## config.mk

```make
export PLATFORM = sky130hd
export DESIGN_NAME = aspect_fit_scaler_top
export DESIGN_NICKNAME = d
export VERILOG_FILES = /design/src/rtl/afs_pkg.sv /design/src/rtl/afs_front.sv /design/src/rtl/afs_queue.sv /design/src/rtl/afs_back.sv /design/src/rtl/aspect_fit_scaler_top.sv
export SDC_FILE = /design/constraint.sdc
export NUM_CORES = 2
export LEC_CHECK = 0
export BUFFER_PORTS_ARGS = -buffer_cell sky130_fd_sc_hd__buf_2
export CAP_MARGIN = 20
export CORE_UTILIZATION = 44
export DETAILED_ROUTE_END_ITERATION = 10
export SLEW_MARGIN = 20
export SYNTH_ARGS = -nofsm -noshare
export SYNTH_HDL_FRONTEND = slang
export SYNTH_SLANG_ARGS = --single-unit
export TNS_END_PERCENT = 10
```

## constraint.sdc

```tcl
create_clock -name clk -period 9.52 [get_ports clk]
set_clock_uncertainty 0.1 [all_clocks]
set_input_delay 1.904 -clock clk [delete_from_list [all_inputs] [get_ports clk]]
set_output_delay 1.904 -clock clk [all_outputs]
set_load 0.005 [all_outputs]
```

## src/rtl/afs_pkg.sv

```systemverilog
package afs_pkg;

  // Dimension width of the source and result fields.
  localparam int DIM_BITS      = 16;
  localparam int BOX_BITS      = 15;
  localparam int MODE_BITS     = 4;
  localparam int CFG_IDX_BITS  = 2;
  localparam int CFG_DATA_BITS = BOX_BITS;

  // A signed dimension times a zero-extended box size.
  localparam int PROD_BITS = DIM_BITS + BOX_BITS + 1;
  // Magnitude of such a product.
  localparam int MAG_BITS  = DIM_BITS + BOX_BITS;
  // Signed width that holds a source dimension or a (mirrored) box size.
  localparam int FIX_BITS  = ((DIM_BITS > BOX_BITS) ? DIM_BITS : BOX_BITS) + 1;
  // Quotient bits kept by the divider; larger quotients are saturated.
  localparam int QUO_BITS  = DIM_BITS;

  localparam int FIFO_DEPTH     = 4;
  localparam int FIFO_PTR_BITS  = $clog2(FIFO_DEPTH);
  localparam int FIFO_CNT_BITS  = $clog2(FIFO_DEPTH + 1);

  // Accepting edge to the edge at which the result transaction completes.
  localparam int LATENCY = QUO_BITS + 4;

  localparam logic [MODE_BITS-1:0] MODE_RAW          = 4'd0;
  localparam logic [MODE_BITS-1:0] MODE_BOX          = 4'd1;
  localparam logic [MODE_BITS-1:0] MODE_WIDTH        = 4'd2;
  localparam logic [MODE_BITS-1:0] MODE_HEIGHT       = 4'd3;
  localparam logic [MODE_BITS-1:0] MODE_INNER        = 4'd4;
  localparam logic [MODE_BITS-1:0] MODE_OUTER        = 4'd5;
  localparam logic [MODE_BITS-1:0] MODE_WIDTH_LIMIT  = 4'd6;
  localparam logic [MODE_BITS-1:0] MODE_HEIGHT_LIMIT = 4'd7;
  localparam logic [MODE_BITS-1:0] MODE_LIMIT        = 4'd8;

  localparam logic [CFG_IDX_BITS-1:0] REG_FIT_MODE   = 2'd0;
  localparam logic [CFG_IDX_BITS-1:0] REG_BOX_WIDTH  = 2'd1;
  localparam logic [CFG_IDX_BITS-1:0] REG_BOX_HEIGHT = 2'd2;

  localparam logic [MODE_BITS-1:0] FIT_MODE_RESET   = MODE_RAW;
  localparam logic [BOX_BITS-1:0]  BOX_WIDTH_RESET  = 15'd1920;
  localparam logic [BOX_BITS-1:0]  BOX_HEIGHT_RESET = 15'd1080;

  typedef struct packed {
    logic [MODE_BITS-1:0] fit_mode;
    logic [BOX_BITS-1:0]  box_width;
    logic [BOX_BITS-1:0]  box_height;
  } cfg_t;

  // A classified item: what the back end has to do with it.
  typedef struct packed {
    logic                       zdiv;      // divisor was zero, result is zero
    logic                       need_div;  // one dimension is a quotient
    logic                       div_slot;  // 1: height is the quotient
    logic                       q_neg;     // quotient is negative
    logic                       ovf;       // quotient needs more than QUO_BITS
    logic [MAG_BITS-1:0]        num_mag;
    logic [DIM_BITS-1:0]        den_mag;
    logic signed [FIX_BITS-1:0] fix_x;     // width when it is not divided
    logic signed [FIX_BITS-1:0] fix_y;     // height when it is not divided
  } job_t;

endpackage

```

## src/rtl/afs_front.sv

```systemverilog
module afs_front (
  input  logic                                 clk,
  input  logic                                 rst_n,
  input  logic                                 start,
  input  logic signed [afs_pkg::DIM_BITS-1:0]  in_src_width,
  input  logic signed [afs_pkg::DIM_BITS-1:0]  in_src_height,
  input  afs_pkg::cfg_t                        cfg,
  input  logic [afs_pkg::FIFO_CNT_BITS-1:0]    fifo_level,
  output logic                                 busy,
  output logic                                 push,
  output afs_pkg::job_t                        push_job
);

  localparam int DimBits  = afs_pkg::DIM_BITS;
  localparam int ProdBits = afs_pkg::PROD_BITS;
  localparam int MagBits  = afs_pkg::MAG_BITS;
  localparam int FixBits  = afs_pkg::FIX_BITS;

  logic                       accept;
  logic [afs_pkg::FIFO_CNT_BITS:0] credit_sum;

  // Stage 1: the two cross products.
  logic                       s1_valid_r;
  logic signed [DimBits-1:0]  s1_sx_r, s1_sy_r;
  logic signed [ProdBits-1:0] s1_px_r, s1_py_r;
  logic signed [ProdBits-1:0] px_nxt, py_nxt;

  // Stage 2: classified item.
  logic                       s2_valid_r;
  afs_pkg::job_t              s2_job_r;
  afs_pkg::job_t              job_nxt;

  // Every item in flight in the front end is counted against the queue,
  // so a push always finds room.
  assign credit_sum = {1'b0, fifo_level} + (afs_pkg::FIFO_CNT_BITS + 1)'(s1_valid_r)
                    + (afs_pkg::FIFO_CNT_BITS + 1)'(s2_valid_r);
  assign busy   = credit_sum >= (afs_pkg::FIFO_CNT_BITS + 1)'(afs_pkg::FIFO_DEPTH);
  assign accept = start && !busy;

  assign px_nxt = in_src_width  * $signed({1'b0, cfg.box_height});
  assign py_nxt = in_src_height * $signed({1'b0, cfg.box_width});

  always_ff @(posedge clk) begin
    if (!rst_n) begin
      s1_valid_r <= 1'b0;
      s2_valid_r <= 1'b0;
    end else begin
      s1_valid_r <= accept;
      s2_valid_r <= s1_valid_r;
    end
  end

  always_ff @(posedge clk) begin
    if (accept) begin
      s1_sx_r <= in_src_width;
      s1_sy_r <= in_src_height;
      s1_px_r <= px_nxt;
      s1_py_r <= py_nxt;
    end
    if (s1_valid_r) begin
      s2_job_r <= job_nxt;
    end
  end

  always_comb begin
    logic signed [FixBits-1:0]  sx, sy, bx, by, mx, my;
    logic [MagBits-1:0]         lhs, rhs;
    logic signed [ProdBits-1:0] num;
    logic signed [DimBits-1:0]  den;
    logic                       cut_w, cut_h, wide, use_div, slot;

    sx  = FixBits'(s1_sx_r);
    sy  = FixBits'(s1_sy_r);
    bx  = $signed(FixBits'(cfg.box_width));
    by  = $signed(FixBits'(cfg.box_height));
    mx  = s1_sx_r[DimBits-1] ? -bx : bx;
    my  = s1_sy_r[DimBits-1] ? -by : by;
    // |sx|*by and |sy|*bx are the magnitudes of the stored products.
    lhs = s1_px_r[ProdBits-1] ? MagBits'(-s1_px_r) : MagBits'(s1_px_r);
    rhs = s1_py_r[ProdBits-1] ? MagBits'(-s1_py_r) : MagBits'(s1_py_r);
    cut_w = sx >= bx;
    cut_h = sy >= by;
    wide  = 1'b0;

    job_nxt.fix_x = sx;
    job_nxt.fix_y = sy;
    use_div = 1'b0;
    slot    = 1'b0;
    num     = s1_px_r;
    den     = s1_sy_r;

    unique case (cfg.fit_mode) inside
      afs_pkg::MODE_RAW: ;
      afs_pkg::MODE_BOX: begin
        job_nxt.fix_x = bx;
        job_nxt.fix_y = by;
      end
      afs_pkg::MODE_WIDTH: begin
        job_nxt.fix_x = bx;
        use_div = 1'b1;
        slot    = 1'b1;
        num     = s1_py_r;
        den     = s1_sx_r;
      end
      afs_pkg::MODE_HEIGHT: begin
        job_nxt.fix_y = by;
        use_div = 1'b1;
        num     = s1_px_r;
        den     = s1_sy_r;
      end
      afs_pkg::MODE_INNER, afs_pkg::MODE_OUTER: begin
        wide = (cfg.fit_mode == afs_pkg::MODE_INNER) ? (lhs > rhs) : (lhs < rhs);
        use_div = 1'b1;
        if (wide) begin
          // Mirrored box width times the height over the width.
          job_nxt.fix_x = mx;
          slot = 1'b1;
          num  = s1_sx_r[DimBits-1] ? -s1_py_r : s1_py_r;
          den  = s1_sx_r;
        end else begin
          job_nxt.fix_y = my;
          num  = s1_sy_r[DimBits-1] ? -s1_px_r : s1_px_r;
          den  = s1_sy_r;
        end
      end
      afs_pkg::MODE_WIDTH_LIMIT: begin
        if (cut_w) begin
          job_nxt.fix_x = bx;
          use_div = 1'b1;
          slot    = 1'b1;
          num     = s1_py_r;
          den     = s1_sx_r;
        end
      end
      afs_pkg::MODE_HEIGHT_LIMIT: begin
        if (cut_h) begin
          job_nxt.fix_y = by;
          use_div = 1'b1;
          num     = s1_px_r;
          den     = s1_sy_r;
        end
      end
      afs_pkg::MODE_LIMIT: begin
        if (s1_sx_r > s1_sy_r) begin
          if (cut_w) begin
            job_nxt.fix_x = bx;
            use_div = 1'b1;
            slot    = 1'b1;
            num     = s1_py_r;
            den     = s1_sx_r;
          end
        end else if (cut_h) begin
          job_nxt.fix_y = by;
          use_div = 1'b1;
          num     = s1_px_r;
          den     = s1_sy_r;
        end
      end
      default: ;
    endcase

    job_nxt.zdiv     = use_div && (den == '0);
    job_nxt.need_div = use_div && (den != '0);
    job_nxt.div_slot = slot;
    job_nxt.q_neg    = num[ProdBits-1] ^ den[DimBits-1];
    job_nxt.num_mag  = num[ProdBits-1] ? MagBits'(-num) : MagBits'(num);
    // The most negative divisor maps onto its own pattern, which read
    // unsigned is the right magnitude.
    job_nxt.den_mag  = den[DimBits-1] ? DimBits'(-den) : DimBits'(den);
    job_nxt.ovf      = (job_nxt.num_mag >> DimBits) >= MagBits'(job_nxt.den_mag);
    if (job_nxt.zdiv) begin
      job_nxt.fix_x = '0;
      job_nxt.fix_y = '0;
    end
  end

  assign push     = s2_valid_r;
  assign push_job = s2_job_r;

endmodule

```

## src/rtl/afs_queue.sv

```systemverilog
module afs_queue (
  input  logic                              clk,
  input  logic                              rst_n,
  input  logic                              push,
  input  afs_pkg::job_t                     push_job,
  output logic                              head_valid,
  output afs_pkg::job_t                     head_job,
  output logic [afs_pkg::FIFO_CNT_BITS-1:0] level
);

  afs_pkg::job_t                       mem_r [afs_pkg::FIFO_DEPTH];
  logic [afs_pkg::FIFO_PTR_BITS-1:0]   wr_ptr_r, rd_ptr_r;
  logic [afs_pkg::FIFO_CNT_BITS-1:0]   cnt_r, cnt_nxt;
  logic                                pop;

  // The back end takes the head in every cycle that it is present.
  assign head_valid = cnt_r != '0;
  assign pop        = head_valid;
  assign head_job   = mem_r[rd_ptr_r];
  assign level      = cnt_r;

  always_comb begin
    cnt_nxt = cnt_r;
    if (push && !pop) begin
      cnt_nxt = cnt_r + 1'b1;
    end else if (pop && !push) begin
      cnt_nxt = cnt_r - 1'b1;
    end
  end

  always_ff @(posedge clk) begin
    if (!rst_n) begin
      wr_ptr_r <= '0;
      rd_ptr_r <= '0;
      cnt_r    <= '0;
    end else begin
      cnt_r <= cnt_nxt;
      if (push) begin
        wr_ptr_r <= wr_ptr_r + 1'b1;
      end
      if (pop) begin
        rd_ptr_r <= rd_ptr_r + 1'b1;
      end
    end
  end

  always_ff @(posedge clk) begin
    if (push) begin
      mem_r[wr_ptr_r] <= push_job;
    end
  end

endmodule

```

## src/rtl/afs_back.sv

```systemverilog
module afs_back (
  input  logic                                clk,
  input  logic                                rst_n,
  input  logic                                head_valid,
  input  afs_pkg::job_t                       head_job,
  output logic                                out_strobe,
  output logic signed [afs_pkg::DIM_BITS-1:0] out_width,
  output logic signed [afs_pkg::DIM_BITS-1:0] out_height,
  output logic                                out_zero_divisor,
  output logic                                out_clipped
);

  localparam int DimBits = afs_pkg::DIM_BITS;
  localparam int FixBits = afs_pkg::FIX_BITS;
  localparam int MagBits = afs_pkg::MAG_BITS;
  localparam int QuoBits = afs_pkg::QUO_BITS;

  localparam logic [DimBits-1:0] DimMaxBits = {1'b0, {(DimBits-1){1'b1}}};
  localparam logic [DimBits-1:0] DimMinBits = {1'b1, {(DimBits-1){1'b0}}};
  localparam logic signed [FixBits-1:0] FixDimMax =
    $signed({{(FixBits-DimBits){1'b0}}, DimMaxBits});
  localparam logic signed [FixBits-1:0] FixDimMin =
    $signed({{(FixBits-DimBits){1'b1}}, DimMinBits});

  // Restoring divider, one quotient bit per stage, most significant first.
  logic                st_valid_r [QuoBits];
  afs_pkg::job_t       st_job_r   [QuoBits];
  logic [QuoBits-1:0]  st_quo_r   [QuoBits];
  logic                stin_valid [QuoBits];
  afs_pkg::job_t       stin_job   [QuoBits];
  logic [QuoBits-1:0]  stin_quo   [QuoBits];

  for (genvar k = 0; k < QuoBits; k++) begin : g_div
    localparam int BitIdx = QuoBits - 1 - k;
    logic          ge;
    afs_pkg::job_t job_nxt;
    logic [QuoBits-1:0] quo_nxt;

    if (k == 0) begin : g_head
      assign stin_valid[k] = head_valid;
      assign stin_job[k]   = head_job;
      assign stin_quo[k]   = '0;
    end else begin : g_chain
      assign stin_valid[k] = st_valid_r[k-1];
      assign stin_job[k]   = st_job_r[k-1];
      assign stin_quo[k]   = st_quo_r[k-1];
    end

    always_comb begin
      ge      = (stin_job[k].num_mag >> BitIdx) >= MagBits'(stin_job[k].den_mag);
      job_nxt = stin_job[k];
      quo_nxt = stin_quo[k];
      quo_nxt[BitIdx] = ge;
      if (ge) begin
        job_nxt.num_mag = stin_job[k].num_mag - (MagBits'(stin_job[k].den_mag) << BitIdx);
      end
    end

    always_ff @(posedge clk) begin
      if (!rst_n) begin
        st_valid_r[k] <= 1'b0;
      end else begin
        st_valid_r[k] <= stin_valid[k];
      end
    end

    always_ff @(posedge clk) begin
      st_job_r[k] <= job_nxt;
      st_quo_r[k] <= quo_nxt;
    end
  end

  function automatic logic [DimBits:0] clamp_fix(input logic signed [FixBits-1:0] v);
    logic [DimBits:0] res;
    if (v > FixDimMax) begin
      res = {1'b1, DimMaxBits};
    end else if (v < FixDimMin) begin
      res = {1'b1, DimMinBits};
    end else begin
      res = {1'b0, v[DimBits-1:0]};
    end
    return res;
  endfunction

  afs_pkg::job_t       fin_job;
  logic [QuoBits-1:0]  fin_quo;
  logic [DimBits:0]    quo_res, fx_res, fy_res;
  logic [DimBits-1:0]  w_nxt, h_nxt;
  logic                clip_nxt;

  logic                out_strobe_r;
  logic [DimBits-1:0]  out_width_r, out_height_r;
  logic                out_zdiv_r, out_clip_r;

  assign fin_job = st_job_r[QuoBits-1];
  assign fin_quo = st_quo_r[QuoBits-1];

  always_comb begin
    // Saturated, signed quotient; truncation toward zero is done on the
    // magnitude before the sign is applied.
    if (fin_job.ovf) begin
      quo_res = {1'b1, (fin_job.q_neg ? DimMinBits : DimMaxBits)};
    end else if (!fin_job.q_neg) begin
      quo_res = (fin_quo > DimMaxBits) ? {1'b1, DimMaxBits} : {1'b0, fin_quo};
    end else begin
      quo_res = (fin_quo > DimMinBits) ? {1'b1, DimMinBits} : {1'b0, DimBits'(-fin_quo)};
    end
    fx_res = clamp_fix(fin_job.fix_x);
    fy_res = clamp_fix(fin_job.fix_y);
    if (fin_job.need_div && !fin_job.div_slot) begin
      fx_res = quo_res;
    end
    if (fin_job.need_div && fin_job.div_slot) begin
      fy_res = quo_res;
    end
    w_nxt    = fx_res[DimBits-1:0];
    h_nxt    = fy_res[DimBits-1:0];
    clip_nxt = (fx_res[DimBits] || fy_res[DimBits]) && !fin_job.zdiv;
  end

  always_ff @(posedge clk) begin
    if (!rst_n) begin
      out_strobe_r <= 1'b0;
    end else begin
      out_strobe_r <= st_valid_r[QuoBits-1];
    end
  end

  always_ff @(posedge clk) begin
    if (st_valid_r[QuoBits-1]) begin
      out_width_r  <= w_nxt;
      out_height_r <= h_nxt;
      out_zdiv_r   <= fin_job.zdiv;
      out_clip_r   <= clip_nxt;
    end
  end

  assign out_strobe       = out_strobe_r;
  assign out_width        = $signed(out_width_r);
  assign out_height       = $signed(out_height_r);
  assign out_zero_divisor = out_zdiv_r;
  assign out_clipped      = out_clip_r;

endmodule

```

## src/rtl/aspect_fit_scaler_top.sv

```systemverilog
// An accepted transaction passes the front-end stages, the queue, the divider
// stages and the output register before it drives out_strobe.
// Throughput: one transaction per cycle, set by the divider, which is pipelined
// with one quotient bit per stage. The receiver cannot stall, so busy stays low.
// Reset: synchronous, active low; clears all valid flags and the queue and
// loads the fit mode (raw) and the box size (1920 x 1080).
module aspect_fit_scaler_top (
  input  logic                                     clk,
  input  logic                                     rst_n,
  // Input transactions.
  input  logic                                     start,
  output logic                                     busy,
  input  logic signed [afs_pkg::DIM_BITS-1:0]      in_src_width,
  input  logic signed [afs_pkg::DIM_BITS-1:0]      in_src_height,
  // Result transactions, one cycle each.
  output logic                                     out_strobe,
  output logic signed [afs_pkg::DIM_BITS-1:0]      out_width,
  output logic signed [afs_pkg::DIM_BITS-1:0]      out_height,
  output logic                                     out_zero_divisor,
  output logic                                     out_clipped,
  // Configuration writes.
  input  logic                                     cfg_valid,
  output logic                                     cfg_ready,
  input  logic [afs_pkg::CFG_IDX_BITS-1:0]         cfg_index,
  input  logic [afs_pkg::CFG_DATA_BITS-1:0]        cfg_data
);

  // The configuration registers. The user must change them only while no transaction
  // is in flight, as the block does not enforce it; the front end reads them directly.
  logic [afs_pkg::MODE_BITS-1:0] fit_mode_r;
  logic [afs_pkg::BOX_BITS-1:0]  box_width_r;
  logic [afs_pkg::BOX_BITS-1:0]  box_height_r;
  afs_pkg::cfg_t                 cfg;

  // Classified items travel from the front end through a short queue to
  // the divider back end.
  logic                              push;
  afs_pkg::job_t                     push_job;
  logic                              head_valid;
  afs_pkg::job_t                     head_job;
  logic [afs_pkg::FIFO_CNT_BITS-1:0] fifo_level;

  assign cfg_ready = 1'b1;

  always_ff @(posedge clk) begin
    if (!rst_n) begin
      fit_mode_r   <= afs_pkg::FIT_MODE_RESET;
      box_width_r  <= afs_pkg::BOX_WIDTH_RESET;
      box_height_r <= afs_pkg::BOX_HEIGHT_RESET;
    end else if (cfg_valid && cfg_ready) begin
      unique case (cfg_index)
        afs_pkg::REG_FIT_MODE:   fit_mode_r   <= cfg_data[afs_pkg::MODE_BITS-1:0];
        afs_pkg::REG_BOX_WIDTH:  box_width_r  <= cfg_data[afs_pkg::BOX_BITS-1:0];
        afs_pkg::REG_BOX_HEIGHT: box_height_r <= cfg_data[afs_pkg::BOX_BITS-1:0];
        default: ;
      endcase
    end
  end

  assign cfg.fit_mode   = fit_mode_r;
  assign cfg.box_width  = box_width_r;
  assign cfg.box_height = box_height_r;

  // Front end: forms the two cross products, then picks the fit, the
  // numerator and divisor, and flags zero divisors and quotient overflow.
  afs_front u_front (
    .clk           (clk),
    .rst_n         (rst_n),
    .start         (start),
    .in_src_width  (in_src_width),
    .in_src_height (in_src_height),
    .cfg           (cfg),
    .fifo_level    (fifo_level),
    .busy          (busy),
    .push          (push),
    .push_job      (push_job)
  );

  afs_queue u_queue (
    .clk        (clk),
    .rst_n      (rst_n),
    .push       (push),
    .push_job   (push_job),
    .head_valid (head_valid),
    .head_job   (head_job),
    .level      (fifo_level)
  );

  // Back end: restoring divider, then saturation and the output register.
  afs_back u_back (
    .clk              (clk),
    .rst_n            (rst_n),
    .head_valid       (head_valid),
    .head_job         (head_job),
    .out_strobe       (out_strobe),
    .out_width        (out_width),
    .out_height       (out_height),
    .out_zero_divisor (out_zero_divisor),
    .out_clipped      (out_clipped)
  );

  // Every accepted transaction produces its result.
  a_accept_to_result: assert property (@(posedge clk) disable iff (!rst_n)
    (start && !busy) |-> ##(afs_pkg::LATENCY) out_strobe)
    else $error("accepted transaction produced no result");

  // No result appears without an accepted transaction behind it.
  a_result_has_source: assert property (@(posedge clk) disable iff (!rst_n)
    out_strobe |-> $past(start && !busy, afs_pkg::LATENCY))
    else $error("result without an accepted transaction");

  // A zero divisor yields a zero rectangle and never counts as clipped.
  a_zero_div_result: assert property (@(posedge clk) disable iff (!rst_n)
    (out_strobe && out_zero_divisor) |->
      (out_width == '0) && (out_height == '0) && !out_clipped)
    else $error("zero divisor result is not a clean zero");

endmodule
```

# Yosys cells after proc, flatten, opt, wreduce, memory -nomap -nowiden
# Memory sizes are Yosys's and may differ from the RTL's. A register that Yosys moved wholly into a read port is not among the register bits.
# Index checks and enable logic that the tools add are counted.
[classes]
magnitude_cmp = 29
n_mux = 83
mul = 2
n_reduce_logical = 26
n_eq_ne = 10
n_addsub = 29
bitwise = 17
[op_table]
columns = ["operator", "count"]
rows = [
  ["31-bit 2-to-1 mux", 19],
  ["17-bit 2-to-1 mux", 18],
  ["32-bit 2-to-1 mux", 5],
  ["17-bit one-hot mux with 4 select lines", 2],
  ["32-bit one-hot mux with 4 select lines", 1],
  ["16-bit 2-to-1 mux", 5],
  ["16-bit by 16-bit multiplier with 32-bit output", 2],
  ["32-bit negator", 2],
  ["16-bit one-hot mux with 4 select lines", 1],
  ["16-bit >= comparator", 3],
  ["17-bit by 16-bit greater-than comparator with 1-bit output, second input constant", 2],
  ["17-bit by 16-bit < comparator with 1-bit output, second input constant", 2],
  ["15-bit negator with 17-bit output", 2],
  ["16-bit negator", 2],
  ["31-bit by 16-bit >= comparator with 1-bit output", 1],
  ["31-bit greater-than comparator", 1],
  ["31-bit < comparator", 1],
  ["31-bit negator", 1],
  ["31-bit by 16-bit subtractor with 31-bit output", 1],
  ["31-bit by 17-bit subtractor with 31-bit output", 1],
  ["31-bit by 18-bit subtractor with 31-bit output", 1],
  ["31-bit by 19-bit subtractor with 31-bit output", 1],
  ["31-bit by 20-bit subtractor with 31-bit output", 1],
  ["31-bit by 21-bit subtractor with 31-bit output", 1],
  ["other kinds (57)", 120],
]
[word_totals]
memories = 4
inputBits = 53
out_inout_bits = 37
regBits = 260
ram_bits = 1992
wordCells = 226
[mem_list]
columns = ["memory", "words", "width", "rd", "rd_clocked_by_memory_dff", "wr", "line", "text"]
rows = [
  ["u_back.st_job_r", 16, 86, 16, 0, 16, "afs_back.sv:27", "afs_pkg::job_t st_job_r [QuoBits];"],
  ["u_queue.mem_r", 4, 86, 1, 1, 1, "afs_queue.sv:11", "afs_pkg::job_t mem_r [afs_pkg::FIFO_DEPTH];"],
  ["u_back.st_quo_r", 16, 16, 16, 0, 16, "afs_back.sv:28", "logic [QuoBits-1:0] st_quo_r [QuoBits];"],
  ["u_back.st_valid_r", 16, 1, 16, 0, 16, "afs_back.sv:26", "logic st_valid_r [QuoBits];"],
]

# Depth between registers and ports, before layout
[logic_depth]
ltp_word = 9
depth_mapped = 41

# By module
# A second synthesis with hierarchy kept.
[unflattened]
cells_unflattened = 8498
hier_area_um2 = 95975.8
[by_module_without_submodules]
columns = ["mod", "n_inst", "area_per_inst_um2", "cells_each", "seq_area_each_um2"]
rows = [
  ["afs_back", 1, 49457.4, 4403, 30689.4],
  ["afs_front", 1, 32258.4, 3461, 5505.3],
  ["afs_queue", 1, 12881.1, 494, 10510.1],
  ["aspect_fit_scaler_top", 1, 1378.8, 140, 680.7],
]

# Least setup slack after synthesis
# No wires, ideal clock.
[synth_path]
path_type = "flip-flop to flip-flop"
start = "register u_front.s1_py_r[9]"
end = "register u_front.s2_job_r, in the netlist u_front.push_job[81], data pin"
setup_slack_ns = 0.659
period_less_slack_ns = 8.861
t_arrival_ns = 8.506
path_stages_with_launch = 40
t_required_ns = 9.165
cell_sequence = "edfxtp_1 > buf_6 > or4_4 > or4_4 > or3_4 > or3_4 > or3_4 > nand2_1 > xor2_1 > ha_1 > a21oi_1 > o221ai_1 > a2111oi_0 > a41oi_1 > mux2i_1 > and2_1 > clkbuf_1 > nor2_1 > [... 4 more ...] > and2_1 > nor2b_1 > nor2b_1 > a21oi_1 > xor2_1 > ha_1 > nand2b_1 > a21o_1 > a21o_1 > a21o_1 > a21o_1 > a21oi_1 > o21ai_0 > a21oi_1 > o21ai_0 > o211ai_1 > a21o_1 > a21oi_1"
[synth_rtl]
columns = ["element", "line", "text"]
rows = [
  ["start: declaration", "afs_front.sv:25", "logic signed [ProdBits-1:0] s1_px_r, s1_py_r;"],
  ["start signal: assignment", "afs_front.sv:58", "s1_py_r <= py_nxt;"],
  ["end signal: assignment", "afs_front.sv:61", "s2_job_r <= job_nxt;"],
  ["end: declaration", "afs_front.sv:30", "afs_pkg::job_t s2_job_r;"],
]

==> impl_metrics.toml <==
[global_route]
grt_pass1_vias = 60500
grt_max_degree = 62
grt_util_all_layers = 0.198
antenna_found_initial = 16
grt_pass1_wl_um = 334000
grt-ovfl-total = 0

[routing]
drc_errors = 50
drt-total-wl_um = 213000
first_pass_iters = 11
routed-wl-met3_um = 9780
route.met2.wl_um = 105000
vias_per_cell = 5.12
drt-wirelength-per-cell_um = 18.5
dr.first_iter.drc_count = 3433
highest-signal-layer = "met5"
num_vias = 58900
route.antenna.remaining_nets = 0
met1_length_um = 88600

[die]
fp.dieW_um = 464
start_util = 0.443
placementRows = 169
io-pin-count = 90
dieArea_um2 = 216000
design.core.area_um2 = 212000
die_h_um = 464

[logic_synthesis]
yosys.area_share.simple = 0.106
synth_cell_types = 82
synth.avg_cell_area_um2 = 11.2
synth_nets = 9454
synth_top_family_by_area = "adder cells"
synth_mux_area_frac = 0.0313
synth-seq-cells = 2087
synth_xor_area_frac = 0.0466
synth.top_cell.area_share = 0.325
syn_area_um2 = 94000
synthCells = 8368
synthTopCellsByArea = "dfxtp_1 (33%), edfxtp_1 (18%), fa_1 (11%), ha_1 (7.0%), inv_1 (4.0%)"
synth_ff_type = "dfxtp_1"
synth_top_area_cell = "dfxtp_1"
ys_seq_area_frac = 0.504
synth_compound_area_frac = 0.0812
synth-edff-count = 560
synthAdderAreaFrac = 0.180
yosysWarnings = 0
async_reset_ff_frac = 0

[worst_setup_path]
max_stage_delay_ps = 570
worstSetupPathType = "register to register"
crit_slowest_cell = "or4_4"
arrival_ps = 9460
crit_start = "u_front.s1_py_r[11]"
reg2reg_to = "u_front.push_job[81]"
cp_max_fo = 9
crit_required_ps = 9930
ff2ff_setup_slack_ps = 470
crit_path_end_kind = "register"
r2r_start = "u_front.s1_py_r[11]"
crit_path_start_kind = "register"
endpoint = "u_front.push_job[81]"
reg2regPathDepth = 35

[placed_design]
dp_slack_ps = 539
gp_congestion = 0.941
port_buffers = 88
dp_hpwl_um = 159000

[timing]
tightest_slew_ps = 1090
setup_viol = 0
max_freq_mhz = 110
layout_min_cycle_time_ps = 9050
setup-tns-final_ps = 0
fin_crit_sh = 0.951
timing.slew.headroom = 0.270
maxSlewViolCount = 0
rsz0062_at_grt = "no"
hold_violations = 0
fin_ws_ps = 470
hold_ws_ps = 187

[power]
power.density_nw_per_um2 = 397
vdd_ir_drop_max_mv = 0.295
total_power_mw = 41.7
p_leak_nw = 44.8

[min_path]
min_from = "u_back.st_quo_r[1][70]"
hold_path_class = "register to register"

[final_layout]
drive_above_1_share = 0.0826
nets = 9591
final_cell_mix = "dfxtp_1 (1521), inv_1 (1002), nand2_1 (722), edfxtp_1 (560), ha_1 (525)"
final_common_cell = "dfxtp_1"
fillers = 18900
syn_to_final_growth_pct = 11.8

[status]
outcome = "finished with violations"
violations = "DRC"

[clocking]
path_clk_slew_ps = 60
clock_sinks = 2087
hold_buffers = 0
h-tree-depth = 4
clockBufferDepth = 3
cts-root-buf = "clkbuf_16"
clkLatencyLatePin_ps = 830
cts_buffers = 201
cts_tree = "built"

[run]
maxCapViolCount = 0
where the power goes:
group | total [mW] | internal (mW) | switching, mW
Clock | 8.21 | 4.84 | 3.37
Combinational | 18.5 | 7.87 | 10.6
Sequential | 15.0 | 13.2 | 1.80
Total | 41.7 | 25.9 | 15.8
sequential cells by signal, indices dropped and copies added, names as in the netlist, 32 cells and up, named ones only:
signal / flops
u_queue.mem_r: 344
u_front.s1_py_r: 32
u_back.st_quo_r: 136
u_front.push_job: 86
u_front.s1_px_r: 32
u_back.st_job_r: 1329
worst min path at each step:
stage | endpoint | slack [ps] | cells past startpoint
after CTS | u_back.st_job_r[1][339] | 180 | 0
after global placement | u_back.st_job_r[0][370] | 210 | 0
after floorplan | u_back.st_job_r[0][100] | 210 | 0
final | u_back.st_quo_r[1][86] | 190 | 0
after global routing | u_back.st_quo_r[1][86] | 190 | 0
after detailed placement | u_back.st_job_r[0][105] | 210 | 0
cell usage after synthesis, drive strengths merged, types with 39 or more instances:
cell and number:
or3 82, o31ai 70, xnor2 293, and2 266, o21ai 348, mux2i 62
nor2b 78, buf 39, edfxtp 560, nor2 355, nand3 102, nand2 722
mux4 84, nand4 74, ha 525, dfxtp 1527, fa 508, nor3 115
nand2b 75, xor2 207, inv 1003, a21oi 382, a21boi 55, a21o 99
clkbuf 233
cell families after synthesis:
group / Yosys count
xor gates and xnor gates: 500
buffers and inverters: 1276
adders and majority gates: 1048
and+or+nand+nor: 2037
other: 1
AOI/OAI and AO/OA: 1235
DFF: 2087
muxes: 184
routing by layer:
metal  up-vias  track usage
li1      28300            -
met1     28700        0.238
met2      1419        0.350
met3       458       0.0282
met4         6       0.0862
met5         -            0
critical path, delay by kind of cell, from the launching register on:
family          cells  cell delay (ps)
flops               1              480
fa+ha+maj           3              770
mux                 1              330
xor+xnor            2              330
simple gates       11             3560
compound gates     18             3220
repair_timing:
action                                 in CTS  in global routing
setup endpoints to repair                   0                  1
setup buffers                               0                  0
resized for setup                           0                  2
endpoints found under the hold margin       0                  0
through the flow:
step | utilization | cell area, µm² | cells
2_1_floorplan | - | 94000 | 8368
6_report | 0.495 | 105000 | 11500
3_5_place_dp | 0.461 | 97900 | 11100
4_1_cts | 0.495 | 105000 | 11500
5_1_grt | 0.495 | 105000 | 11500
3_3_place_gp | 0.461 | 97900 | 11100
area by class of cell:
type / count / area, µm² / share of cell area
multi-input combinational: 5005 / 41900 / 0.399
clock inverter: 92 / 1240 / 0.0118
timing repair buffer: 206 / 1330 / 0.0126
clock buffer: 283 / 5890 / 0.0561
antenna: 9 / 22.5 / 0.000214
tap: 2821 / 3530 / 0.0336
inverter: 1004 / 3770 / 0.0359
sequential: 2087 / 47400 / 0.451
No activity file was read; power rests on OpenSTA's default activity.
